[src/design/sfp_pkg.sv]
// Shared constants, status codes and the result record of the status frame parser.
package sfp_pkg;

    localparam int unsigned COUNT_W = 6;

    localparam logic [COUNT_W-1:0] FRAME_LEN     = 6'd51;
    localparam logic [COUNT_W-1:0] HDR_POS_A     = 6'd0;
    localparam logic [COUNT_W-1:0] HDR_POS_B     = 6'd1;
    localparam logic [COUNT_W-1:0] TRL_POS_A     = 6'd49;
    localparam logic [COUNT_W-1:0] TRL_POS_B     = 6'd50;
    localparam logic [COUNT_W-1:0] XOR_FIRST     = 6'd2;
    localparam logic [COUNT_W-1:0] XOR_LAST      = 6'd47;
    localparam logic [COUNT_W-1:0] CHECK_POS     = 6'd48;
    localparam logic [COUNT_W-1:0] FOCUS_BASE    = 6'd10;
    localparam logic [COUNT_W-1:0] AZIMUTH_BASE  = 6'd28;
    localparam logic [COUNT_W-1:0] ELEV_BASE     = 6'd32;

    localparam logic [7:0] MARK_A = 8'h1F;
    localparam logic [7:0] MARK_B = 8'hF1;

    localparam logic [2:0] ST_OK          = 3'd0;
    localparam logic [2:0] ST_SHORT       = 3'd1;
    localparam logic [2:0] ST_BAD_HEADER  = 3'd2;
    localparam logic [2:0] ST_BAD_TRAILER = 3'd3;
    localparam logic [2:0] ST_BAD_CHECK   = 3'd4;

    typedef struct packed {
        logic [2:0]  frame_status;
        logic [31:0] azimuth_bits;
        logic [31:0] elevation_bits;
        logic [31:0] vis_focus;
    } result_t;

endpackage

[src/design/sfp_frame_check.sv]
// Per-datagram accumulation: byte count, header and trailer checks, XOR sum and word capture.
module sfp_frame_check (
    input  logic             aclk,
    input  logic             aresetn,
    input  logic             byte_accept,
    input  logic [7:0]       data_byte,
    input  logic             last_byte,
    output sfp_pkg::result_t result
);
    import sfp_pkg::*;

    logic [COUNT_W-1:0] byte_count_reg,  byte_count_next;
    logic [7:0]         running_xor_reg, running_xor_next;
    logic               header_bad_reg,  header_bad_next;
    logic               trailer_bad_reg, trailer_bad_next;
    logic [7:0]         check_byte_reg,  check_byte_next;
    logic [31:0]        azimuth_reg,     azimuth_next;
    logic [31:0]        elevation_reg,   elevation_next;
    logic [31:0]        focus_reg,       focus_next;
    logic               in_frame;
    logic [COUNT_W-1:0] pos;
    logic [COUNT_W-1:0] foc_off, azi_off, elv_off;
    logic [2:0]         status;

    assign pos      = byte_count_reg;
    assign in_frame = (pos < FRAME_LEN);
    assign foc_off  = pos - FOCUS_BASE;
    assign azi_off  = pos - AZIMUTH_BASE;
    assign elv_off  = pos - ELEV_BASE;

    always_comb begin
        byte_count_next  = byte_count_reg;
        running_xor_next = running_xor_reg;
        header_bad_next  = header_bad_reg;
        trailer_bad_next = trailer_bad_reg;
        check_byte_next  = check_byte_reg;
        azimuth_next     = azimuth_reg;
        elevation_next   = elevation_reg;
        focus_next       = focus_reg;
        if (in_frame) begin
            if (pos == HDR_POS_A && data_byte != MARK_A) header_bad_next  = 1'b1;
            if (pos == HDR_POS_B && data_byte != MARK_B) header_bad_next  = 1'b1;
            if (pos == TRL_POS_A && data_byte != MARK_B) trailer_bad_next = 1'b1;
            if (pos == TRL_POS_B && data_byte != MARK_A) trailer_bad_next = 1'b1;
            if (pos >= XOR_FIRST && pos <= XOR_LAST) begin
                running_xor_next = running_xor_reg ^ data_byte;
            end
            if (pos == CHECK_POS) check_byte_next = data_byte;
            if (pos >= FOCUS_BASE && foc_off < 6'd4) begin
                focus_next[foc_off[1:0]*8 +: 8] = data_byte;
            end
            if (pos >= AZIMUTH_BASE && azi_off < 6'd4) begin
                azimuth_next[azi_off[1:0]*8 +: 8] = data_byte;
            end
            if (pos >= ELEV_BASE && elv_off < 6'd4) begin
                elevation_next[elv_off[1:0]*8 +: 8] = data_byte;
            end
            byte_count_next = pos + 6'd1;
        end
    end

    // Status in priority order, taken from the state including this byte.
    always_comb begin
        if (byte_count_next < FRAME_LEN)            status = ST_SHORT;
        else if (header_bad_next)                   status = ST_BAD_HEADER;
        else if (trailer_bad_next)                  status = ST_BAD_TRAILER;
        else if (running_xor_next != check_byte_next) status = ST_BAD_CHECK;
        else                                        status = ST_OK;
    end

    always_comb begin
        result.frame_status   = status;
        result.azimuth_bits   = (status == ST_OK) ? azimuth_next   : 32'd0;
        result.elevation_bits = (status == ST_OK) ? elevation_next : 32'd0;
        result.vis_focus      = (status == ST_OK) ? focus_next     : 32'd0;
    end

    always_ff @(posedge aclk) begin
        if (!aresetn || (byte_accept && last_byte)) begin
            byte_count_reg  <= '0;
            running_xor_reg <= '0;
            header_bad_reg  <= 1'b0;
            trailer_bad_reg <= 1'b0;
            check_byte_reg  <= '0;
            azimuth_reg     <= '0;
            elevation_reg   <= '0;
            focus_reg       <= '0;
        end else if (byte_accept) begin
            byte_count_reg  <= byte_count_next;
            running_xor_reg <= running_xor_next;
            header_bad_reg  <= header_bad_next;
            trailer_bad_reg <= trailer_bad_next;
            check_byte_reg  <= check_byte_next;
            azimuth_reg     <= azimuth_next;
            elevation_reg   <= elevation_next;
            focus_reg       <= focus_next;
        end
    end

endmodule

[src/design/status_frame_parser_unit.sv]
// Top level of the status frame parser: byte input channel, frame checker and result buffer.
//
// The unit takes one status datagram byte per transaction on the s_ channel and, on the byte
// flagged by s_last_byte, delivers one result transaction on the m_ channel: a status (0 ok,
// 1 shorter than 51 bytes, 2 bad header, 3 bad trailer, 4 checksum mismatch, first failing
// check wins) and the azimuth, elevation and visible focus words captured little-endian from
// offsets 28, 32 and 10, which read as zero unless the status is ok. Bytes past offset 50 are
// ignored. Throughput is one byte per clock while s_ready is high: the checker state updates in
// the cycle a byte is accepted, and the result is registered in the output or skid register.
// Results sit in a two-entry buffer (output register plus skid register), so bytes keep flowing
// while a result waits; s_ready drops only when both entries hold results that have not been
// taken. State clears after each last byte, so the next byte starts a new datagram.
module status_frame_parser_unit (
    input  logic        aclk,
    input  logic        aresetn,
    input  logic        s_valid,
    output logic        s_ready,
    input  logic [7:0]  s_data_byte,
    input  logic        s_last_byte,
    output logic        m_valid,
    input  logic        m_ready,
    output logic [2:0]  m_frame_status,
    output logic [31:0] m_azimuth_bits,
    output logic [31:0] m_elevation_bits,
    output logic [31:0] m_vis_focus
);
    import sfp_pkg::*;

    logic    s_accept;
    logic    new_result;
    logic    out_take;
    result_t frame_result;
    result_t out_data_reg, out_data_next;
    result_t skid_data_reg, skid_data_next;
    logic    out_valid_reg, out_valid_next;
    logic    skid_valid_reg, skid_valid_next;

    assign s_ready    = !skid_valid_reg;
    assign s_accept   = s_valid && s_ready;
    assign new_result = s_accept && s_last_byte;
    assign out_take   = out_valid_reg && m_ready;

    sfp_frame_check u_check (
        .aclk        (aclk),
        .aresetn     (aresetn),
        .byte_accept (s_accept),
        .data_byte   (s_data_byte),
        .last_byte   (s_last_byte),
        .result      (frame_result)
    );

    // Result buffer: drain the skid entry first; otherwise load a new result into the output
    // register when it is free or being taken, else park it in the skid register.
    always_comb begin
        out_valid_next  = out_valid_reg;
        out_data_next   = out_data_reg;
        skid_valid_next = skid_valid_reg;
        skid_data_next  = skid_data_reg;
        if (skid_valid_reg) begin
            if (out_take) begin
                out_data_next   = skid_data_reg;
                skid_valid_next = 1'b0;
            end
        end else if (new_result) begin
            if (!out_valid_reg || m_ready) begin
                out_data_next  = frame_result;
                out_valid_next = 1'b1;
            end else begin
                skid_data_next  = frame_result;
                skid_valid_next = 1'b1;
            end
        end else if (out_take) begin
            out_valid_next = 1'b0;
        end
    end

    always_ff @(posedge aclk) begin
        if (!aresetn) begin
            out_valid_reg  <= 1'b0;
            skid_valid_reg <= 1'b0;
        end else begin
            out_valid_reg  <= out_valid_next;
            skid_valid_reg <= skid_valid_next;
        end
    end

    always_ff @(posedge aclk) begin
        out_data_reg  <= out_data_next;
        skid_data_reg <= skid_data_next;
    end

    assign m_valid          = out_valid_reg;
    assign m_frame_status   = out_data_reg.frame_status;
    assign m_azimuth_bits   = out_data_reg.azimuth_bits;
    assign m_elevation_bits = out_data_reg.elevation_bits;
    assign m_vis_focus      = out_data_reg.vis_focus;

    // The skid entry is only ever occupied behind a full output register.
    a_skid_behind_out: assert property (@(posedge aclk) disable iff (!aresetn)
        skid_valid_reg |-> out_valid_reg)
        else $error("skid entry valid while output register empty");

    // A result that arrives against a stalled output fills the skid entry.
    a_skid_fill: assert property (@(posedge aclk) disable iff (!aresetn)
        !skid_valid_reg && new_result && out_valid_reg && !m_ready |=> skid_valid_reg)
        else $error("result lost while output stalled");

    // A failed frame never carries captured words.
    a_fail_zero: assert property (@(posedge aclk) disable iff (!aresetn)
        (m_valid && m_frame_status != ST_OK) |->
        (m_azimuth_bits == 32'd0 && m_elevation_bits == 32'd0 && m_vis_focus == 32'd0))
        else $error("failed frame shows non-zero words");

    // A result accepted on an empty buffer shows on the output in the next cycle.
    a_result_visible: assert property (@(posedge aclk) disable iff (!aresetn)
        new_result && !out_valid_reg |=> m_valid)
        else $error("result did not reach the output register");

endmodule

[config.mk]
export PLATFORM = sky130hd
export DESIGN_NAME = status_frame_parser_unit
export DESIGN_NICKNAME = d
export VERILOG_FILES = /design/src/design/sfp_pkg.sv /design/src/design/sfp_frame_check.sv /design/src/design/status_frame_parser_unit.sv
export SDC_FILE = /design/constraint.sdc
export NUM_CORES = 1
export LEC_CHECK = 0
export ABC_AREA = 0
export ABC_CLOCK_PERIOD_IN_PS = 11400
export BUFFER_PORTS_ARGS = -buffer_cell sky130_fd_sc_hd__buf_2
export CAP_MARGIN = 40
export CORE_MARGIN = 2
export CORE_UTILIZATION = 60
export CTS_CLUSTER_SIZE = 24
export DETAILED_ROUTE_END_ITERATION = 16
export PLACE_DENSITY = 0.79
export SYNTH_ARGS = -nofsm -noshare
export SYNTH_HDL_FRONTEND = slang
export SYNTH_HIERARCHICAL = 1
export SYNTH_SLANG_ARGS = --single-unit
[constraint.sdc]
create_clock -name aclk -period 11.4 [get_ports aclk]
set_clock_uncertainty 0.05 [all_clocks]
set_input_delay 0.57 -clock aclk [delete_from_list [all_inputs] [get_ports aclk]]
set_output_delay 0.57 -clock aclk [all_outputs]
set_load 0.1 [all_outputs]
-- Word level (Yosys, flattened, before mapping)
Cells that the tools add are included.
- register bits: 320
- logic and storage cells: 115
- memory bits (read-only): 0
- memories: 0
- bits of input ports: 13
- output and inout bits: 101
- bits in latches: 0
- RAM bits: 0
- equal/unequal tests: 9
- divide/modulo/power cells: 0
- multiplexer cells: 38
- add/sub/neg operators: 7
- reduce and logical (&&, ||, !) cells: 24
- magnitude comparators: 10
- bitwise logic cells: 3
- shift-type cells: 6
- multiply operators: 0
- operators by type and width (kind ; number):
    $mux W99 ; 4
    $mux W32 ; 9
    $neg A5 Y34 ; 3
    $shift A8 B34 Y32 const A ; 3
    $shiftx A8 B34 Y32 ; 3
    $bwmux W32 ; 3
    $mux W8 ; 4
    $eq A6 B6 Y1 const B ; 3
    $lt A6 B3 Y1 const B ; 3
    $mux W1 ; 13
    $lt A6 B6 Y1 const B ; 2
    $mux W3 ; 4
    $logic_and A1 B1 Y1 ; 11
    $reduce_and A3 Y1 ; 3
    $ne A8 B5 Y1 const B ; 1
    $ne A8 B8 Y1 ; 1
    $ne A8 B8 Y1 const B ; 1
    $xor A8 B8 Y8 ; 1
    $add A6 B1 Y6 const B ; 1
    $eq A6 B1 Y1 const B ; 1
    $ge A6 B2 Y1 const B ; 1
    $ge A6 B4 Y1 const B ; 1
    $ge A6 B5 Y1 const B ; 1
    $ge A6 B6 Y1 const B ; 1
    13 further kinds ; 19

-- Depth between registers and ports, before layout
- word-level depth: 14
- gate-level depth with buffers: 14
- depth with buffers taken out: 9

-- Modules after synthesis
Netlist, hierarchy kept.
- modules (own cells, without submodules) (module ; instances ; area an instance (sq um) ; cells an instance ; sequential area each (sq um)):
    sfp_frame_check ; 1 ; 7294.5 ; 856 ; 2402.3
    status_frame_parser_unit ; 1 ; 7269.5 ; 323 ; 5985.7

-- Least setup slack after synthesis
OpenSTA, ideal clock, no wires.
- kind: register to register
- start point: register skid_valid_reg
- end point: register skid_data_reg[0] in the netlist's numbering, enable pin
- period minus slack after synthesis: 9.325 ns
- path slack: 2.075 ns
- data required time: 10.650 ns
- stages on the path, launching flop included: 5
- buffers on the path: 1
- setup time: 0.700 ns
- data arrival time: 8.575 ns
- cells stage by stage: dfxtp_1 > buf_4 > inv_1 > nand3_1 > nor3b_1
- word-level cells in the longest chain between the ends: 4
- elaborated cells on any way between the ends: 5
- classes of those cells: bitwise: 1; reduce/logical: 4
- ends and longest elaborated chain (what ; line ; text):
    start, declared ; status_frame_parser_unit.sv:36 ; logic skid_valid_reg, skid_valid_next;
    start signal, assigned ; status_frame_parser_unit.sv:83 ; skid_valid_reg <= skid_valid_next;
    $logic_not A1 Y1 ; status_frame_parser_unit.sv:38 ; assign s_ready = !skid_valid_reg;
    net s_ready ; status_frame_parser_unit.sv:17 ; output logic s_ready,
    $logic_and A1 B1 Y1 ; status_frame_parser_unit.sv:39 ; assign s_accept = s_valid && s_ready;
    $logic_and A1 B1 Y1 ; status_frame_parser_unit.sv:40 ; assign new_result = s_accept && s_last_byte;
    $reduce_and A3 Y1 (no source line) ; -- ;
    end signal, assigned ; status_frame_parser_unit.sv:89 ; skid_data_reg <= skid_data_next;
    end, declared ; status_frame_parser_unit.sv:34 ; result_t skid_data_reg, skid_data_next;
The timed path passes the listed nets, and every way through them passes these cells.
A chain may end at the register's enable or synchronous reset.

==> results.sh <==
export IMPL_syn_num_nets=1199
export IMPL_max_slew_margin_pct=36.3
export IMPL_core_area_um2=24100
export IMPL_antenna_cells=0
export IMPL_pre_cts_slack_ns=5.89
export IMPL_placed_area_um2=15200
export IMPL_finalHoldViolations=0
export IMPL_cp_top_family="simple AND/OR/NAND/NOR gates"
export IMPL_worstHoldStart="aresetn"
export IMPL_slew_viol_final=0
export IMPL_rsz0062_at_grt="no"
export IMPL_critPathMaxStageDelay_ns=0.94
export IMPL_postSynthAreaPerCell_um2=12.4
export IMPL_dieArea_um2=25500
export IMPL_ys_flop_type="edfxtp_1"
export IMPL_fin_tns_setup_ns=0
export IMPL_rr_endpoint="m_azimuth_bits[3]"
export IMPL_grt_ovfl_total=0
export IMPL_setup_viol=0
export IMPL_vias=9815
export IMPL_grt_max_degree=78
export IMPL_ant_nets=0
export IMPL_reg2regPathDepth=10
export IMPL_tightest_slew_ns=0.955
export IMPL_ctsHoldBuffers=0
export IMPL_wl_per_cell_um=20.2
export IMPL_async_reset_ff_share_pct=0
export IMPL_cts_setup_buffers=0
export IMPL_cp_data_required_time_ns=11.78
export IMPL_crit_chain="clkinv_1, ha_1, nor2b_1, o21ai_0, o311a_1, o21ai_1, nand3_4, buf_4, nor4_1, mux2_2"
export IMPL_ir_drop_mv=0.102
export IMPL_hold_slack_ns=0.222
export IMPL_grt_pass1_vias=9629
export IMPL_rows=57
export IMPL_min_path_type="input pin to flip-flop"
export IMPL_globalRouteTotalUtil_pct=24.9
export IMPL_crit_type="flip-flop to flip-flop"
export IMPL_synth_area_um2=14600
export IMPL_yosysWarnings=6
export IMPL_h_tree_depth=1
export IMPL_final_cell_area_um2=16200
export IMPL_nets=1259
export IMPL_holdPathEnd="skid_valid_reg"
export IMPL_multi_input_area_um2=5680
export IMPL_initial_core_util_pct=60.4
export IMPL_cts_sinks=320
export IMPL_cp_end_kind="flip-flop"
export IMPL_p_leak_nw=6.50
export IMPL_antenna_found_initial=0
export IMPL_synth_edf_count=198
export IMPL_die_y_um=160
export IMPL_cts_tree="yes"
export IMPL_cts_root_buf="clkbuf_16"
export IMPL_fin_crit_sh_pct=49.9
export IMPL_period_needed_ns=5.69
export IMPL_status="complete, no violations"
export IMPL_cts_buffers=30
export IMPL_min_path_cells=3
export IMPL_via_per_inst=6.18
export IMPL_drt_wl_total_um=32100
export IMPL_register_area_um2=8390
export IMPL_max_cap_viol_count=0
export IMPL_largest_reg_flops=99
export IMPL_worst_ep_arrival_time_ns=6.07
export IMPL_cts_buffer_depth=3
export IMPL_drtIter0Drc=899
export IMPL_start_kind="flip-flop"
export IMPL_postSynthCellCount=1179
export IMPL_finalWorstSetupSlack_ns=5.71
export IMPL_drive_gt1_share_pct=24.3
export IMPL_ys_types=54
export IMPL_area_growth_synth_to_final_pct=11.0
export IMPL_cts_reportedPaths_clkPinSlew_ns=0.07
export IMPL_route_detailed_drc=0
export IMPL_p_per_area_nw_per_um2=155
export IMPL_post_route_util_pct=67.1
export IMPL_r2r_slack_ns=5.71
export IMPL_worstPathMaxFanout=52
export IMPL_synth_seq_cells=320
export IMPL_gp_congestion=0.903
export IMPL_critical_path_buf_inv_count=2
export IMPL_io_buffers=113
export IMPL_io_pins=114
export IMPL_yosysSeqAreaShare_pct=57.6
export IMPL_fillerInstances=1810
export IMPL_cts_resized_gates=0
export IMPL_fmax_mhz=176
export IMPL_hpwl_um=20000
export IMPL_grt_first_pass_wirelength_um=52000
export IMPL_dr_pass1_iters=7
export IMPL_crit_slowest_cell="ha_1"
export IMPL_clock_latency_ns=0.55
export IMPL_rr_startpoint="u_check/byte_count_reg[0]"
export IMPL_dieWidth_um=160
export IMPL_worst_path_stages=10
==> how the worst max path moves through the flow <==
stage / from / endpoint
after detailed placement: u_check/byte_count_reg[0] / m_azimuth_bits[3]
after global placement: u_check/byte_count_reg[0] / m_elevation_bits[13]
after CTS: u_check/byte_count_reg[0] / m_azimuth_bits[3]
after global routing: u_check/byte_count_reg[0] / m_azimuth_bits[3]
after floorplan: skid_valid_reg / skid_data_reg[0]
final: u_check/byte_count_reg[0] / m_azimuth_bits[3]
==> Yosys cell counts (all sizes together) (2+ instances only) <==
| cell | number | area share, % |
|---|---|---|
| and3 | 4 | 0.17 |
| a2111oi | 2 | 0.26 |
| xnor2 | 2 | 0.12 |
| a21oi | 5 | 0.17 |
| nand2b | 2 | 0.086 |
| xor2 | 18 | 1.1 |
| nand4 | 3 | 0.13 |
| a211oi | 2 | 0.10 |
| mux2i | 140 | 9.6 |
| and2 | 20 | 0.86 |
| nand2 | 43 | 1.1 |
| o311ai | 2 | 0.17 |
| a31oi | 8 | 0.34 |
| nor2b | 2 | 0.086 |
| inv | 13 | 0.34 |
| a22oi | 61 | 3.1 |
| nand3 | 22 | 0.79 |
| ha | 7 | 0.60 |
| o221ai | 8 | 0.48 |
| dfxtp | 122 | 17 |
| mux2 | 99 | 7.7 |
| and4b | 2 | 0.14 |
| o21ai | 7 | 0.24 |
| nand4b | 2 | 0.12 |
| nor2 | 133 | 3.4 |
| nor3 | 23 | 0.79 |
| edfxtp | 198 | 41 |
| clkbuf | 67 | 1.7 |
| buf | 32 | 1.5 |
| nor4 | 114 | 6.2 |
==> logic make-up after synthesis <==
group | count (synthesis) | synth area share (%)
adder cells (fa/ha/maj) | 7 | 0.601
AO/OA/AOI/OAI | 103 | 5.41
flip-flops | 320 | 57.6
AND/OR/NAND/NOR | 377 | 14.3
XOR/XNOR | 20 | 1.20
multiplexers | 239 | 17.3
buffers and inverters | 113 | 3.61
==> power by group <==
part / internal [W] / switching, W / leakage, nW
Clock: 0.000549 / 0.000415 / 0.472
Combinational: 0.0000453 / 0.000246 / 3.07
Sequential: 0.00124 / 0.00000852 / 2.96
Total: 0.00183 / 0.000670 / 6.50
==> final cells by class <==
class | instances | area share, %
multi-input combinational | 746 | 35.1
sequential | 320 | 51.9
clock buffer | 47 | 5.67
timing repair buffer | 127 | 4.25
clock inverter | 9 | 0.240
tap | 324 | 2.51
inverter | 14 | 0.325
==> cells in the final DEF (no fill, tap or decap), types with 4 or more instances in the layout <==
master / count
edfxtp_1: 198
mux2i_1: 140
nor2_1: 133
dfxtp_1: 121
buf_2: 113
mux2_2: 99
nor4_1: 84
a22oi_1: 60
nand2_1: 42
clkbuf_16: 32
nor4_2: 30
nor3_1: 23
nand3_1: 21
and2_1: 20
xor2_1: 18
inv_1: 13
buf_4: 12
clkbuf_1: 9
a31oi_1: 8
o221ai_1: 8
ha_1: 7
clkinv_1: 6
clkbuf_8: 6
a21oi_1: 5
o21ai_0: 4
clkinv_2: 4
and3_1: 4
==> worst min-delay path, delay by kind of cell <==
family | cells | cell delay, ns
simple gates | 1 | 0.05
compound gates | 1 | 0.04
buf+inv | 1 | 0.13
==> per-layer routing <==
| metal | routed length (µm) | GRT usage, % | vias to the layer above |
|---|---|---|---|
| li1 | - | - | 4572 |
| met1 | 14400 | 35.7 | 4822 |
| met2 | 14800 | 39.0 | 355 |
| met3 | 2150 | 4.26 | 66 |
| met4 | 752 | 8.19 | 0 |
| met5 | 0 | 0 | - |
==> through the flow <==
| step | std cells | power (W) |
|---|---|---|
| 2_1_floorplan | 1179 | 0.00151 |
| 3_3_place_gp | 1529 | 0.00155 |
| 3_5_place_dp | 1531 | 0.00156 |
| 4_1_cts | 1587 | 0.00252 |
| 5_1_grt | 1587 | 0.00258 |
| 6_report | 1587 | 0.00250 |
Power figures use the tool's default switching activity.
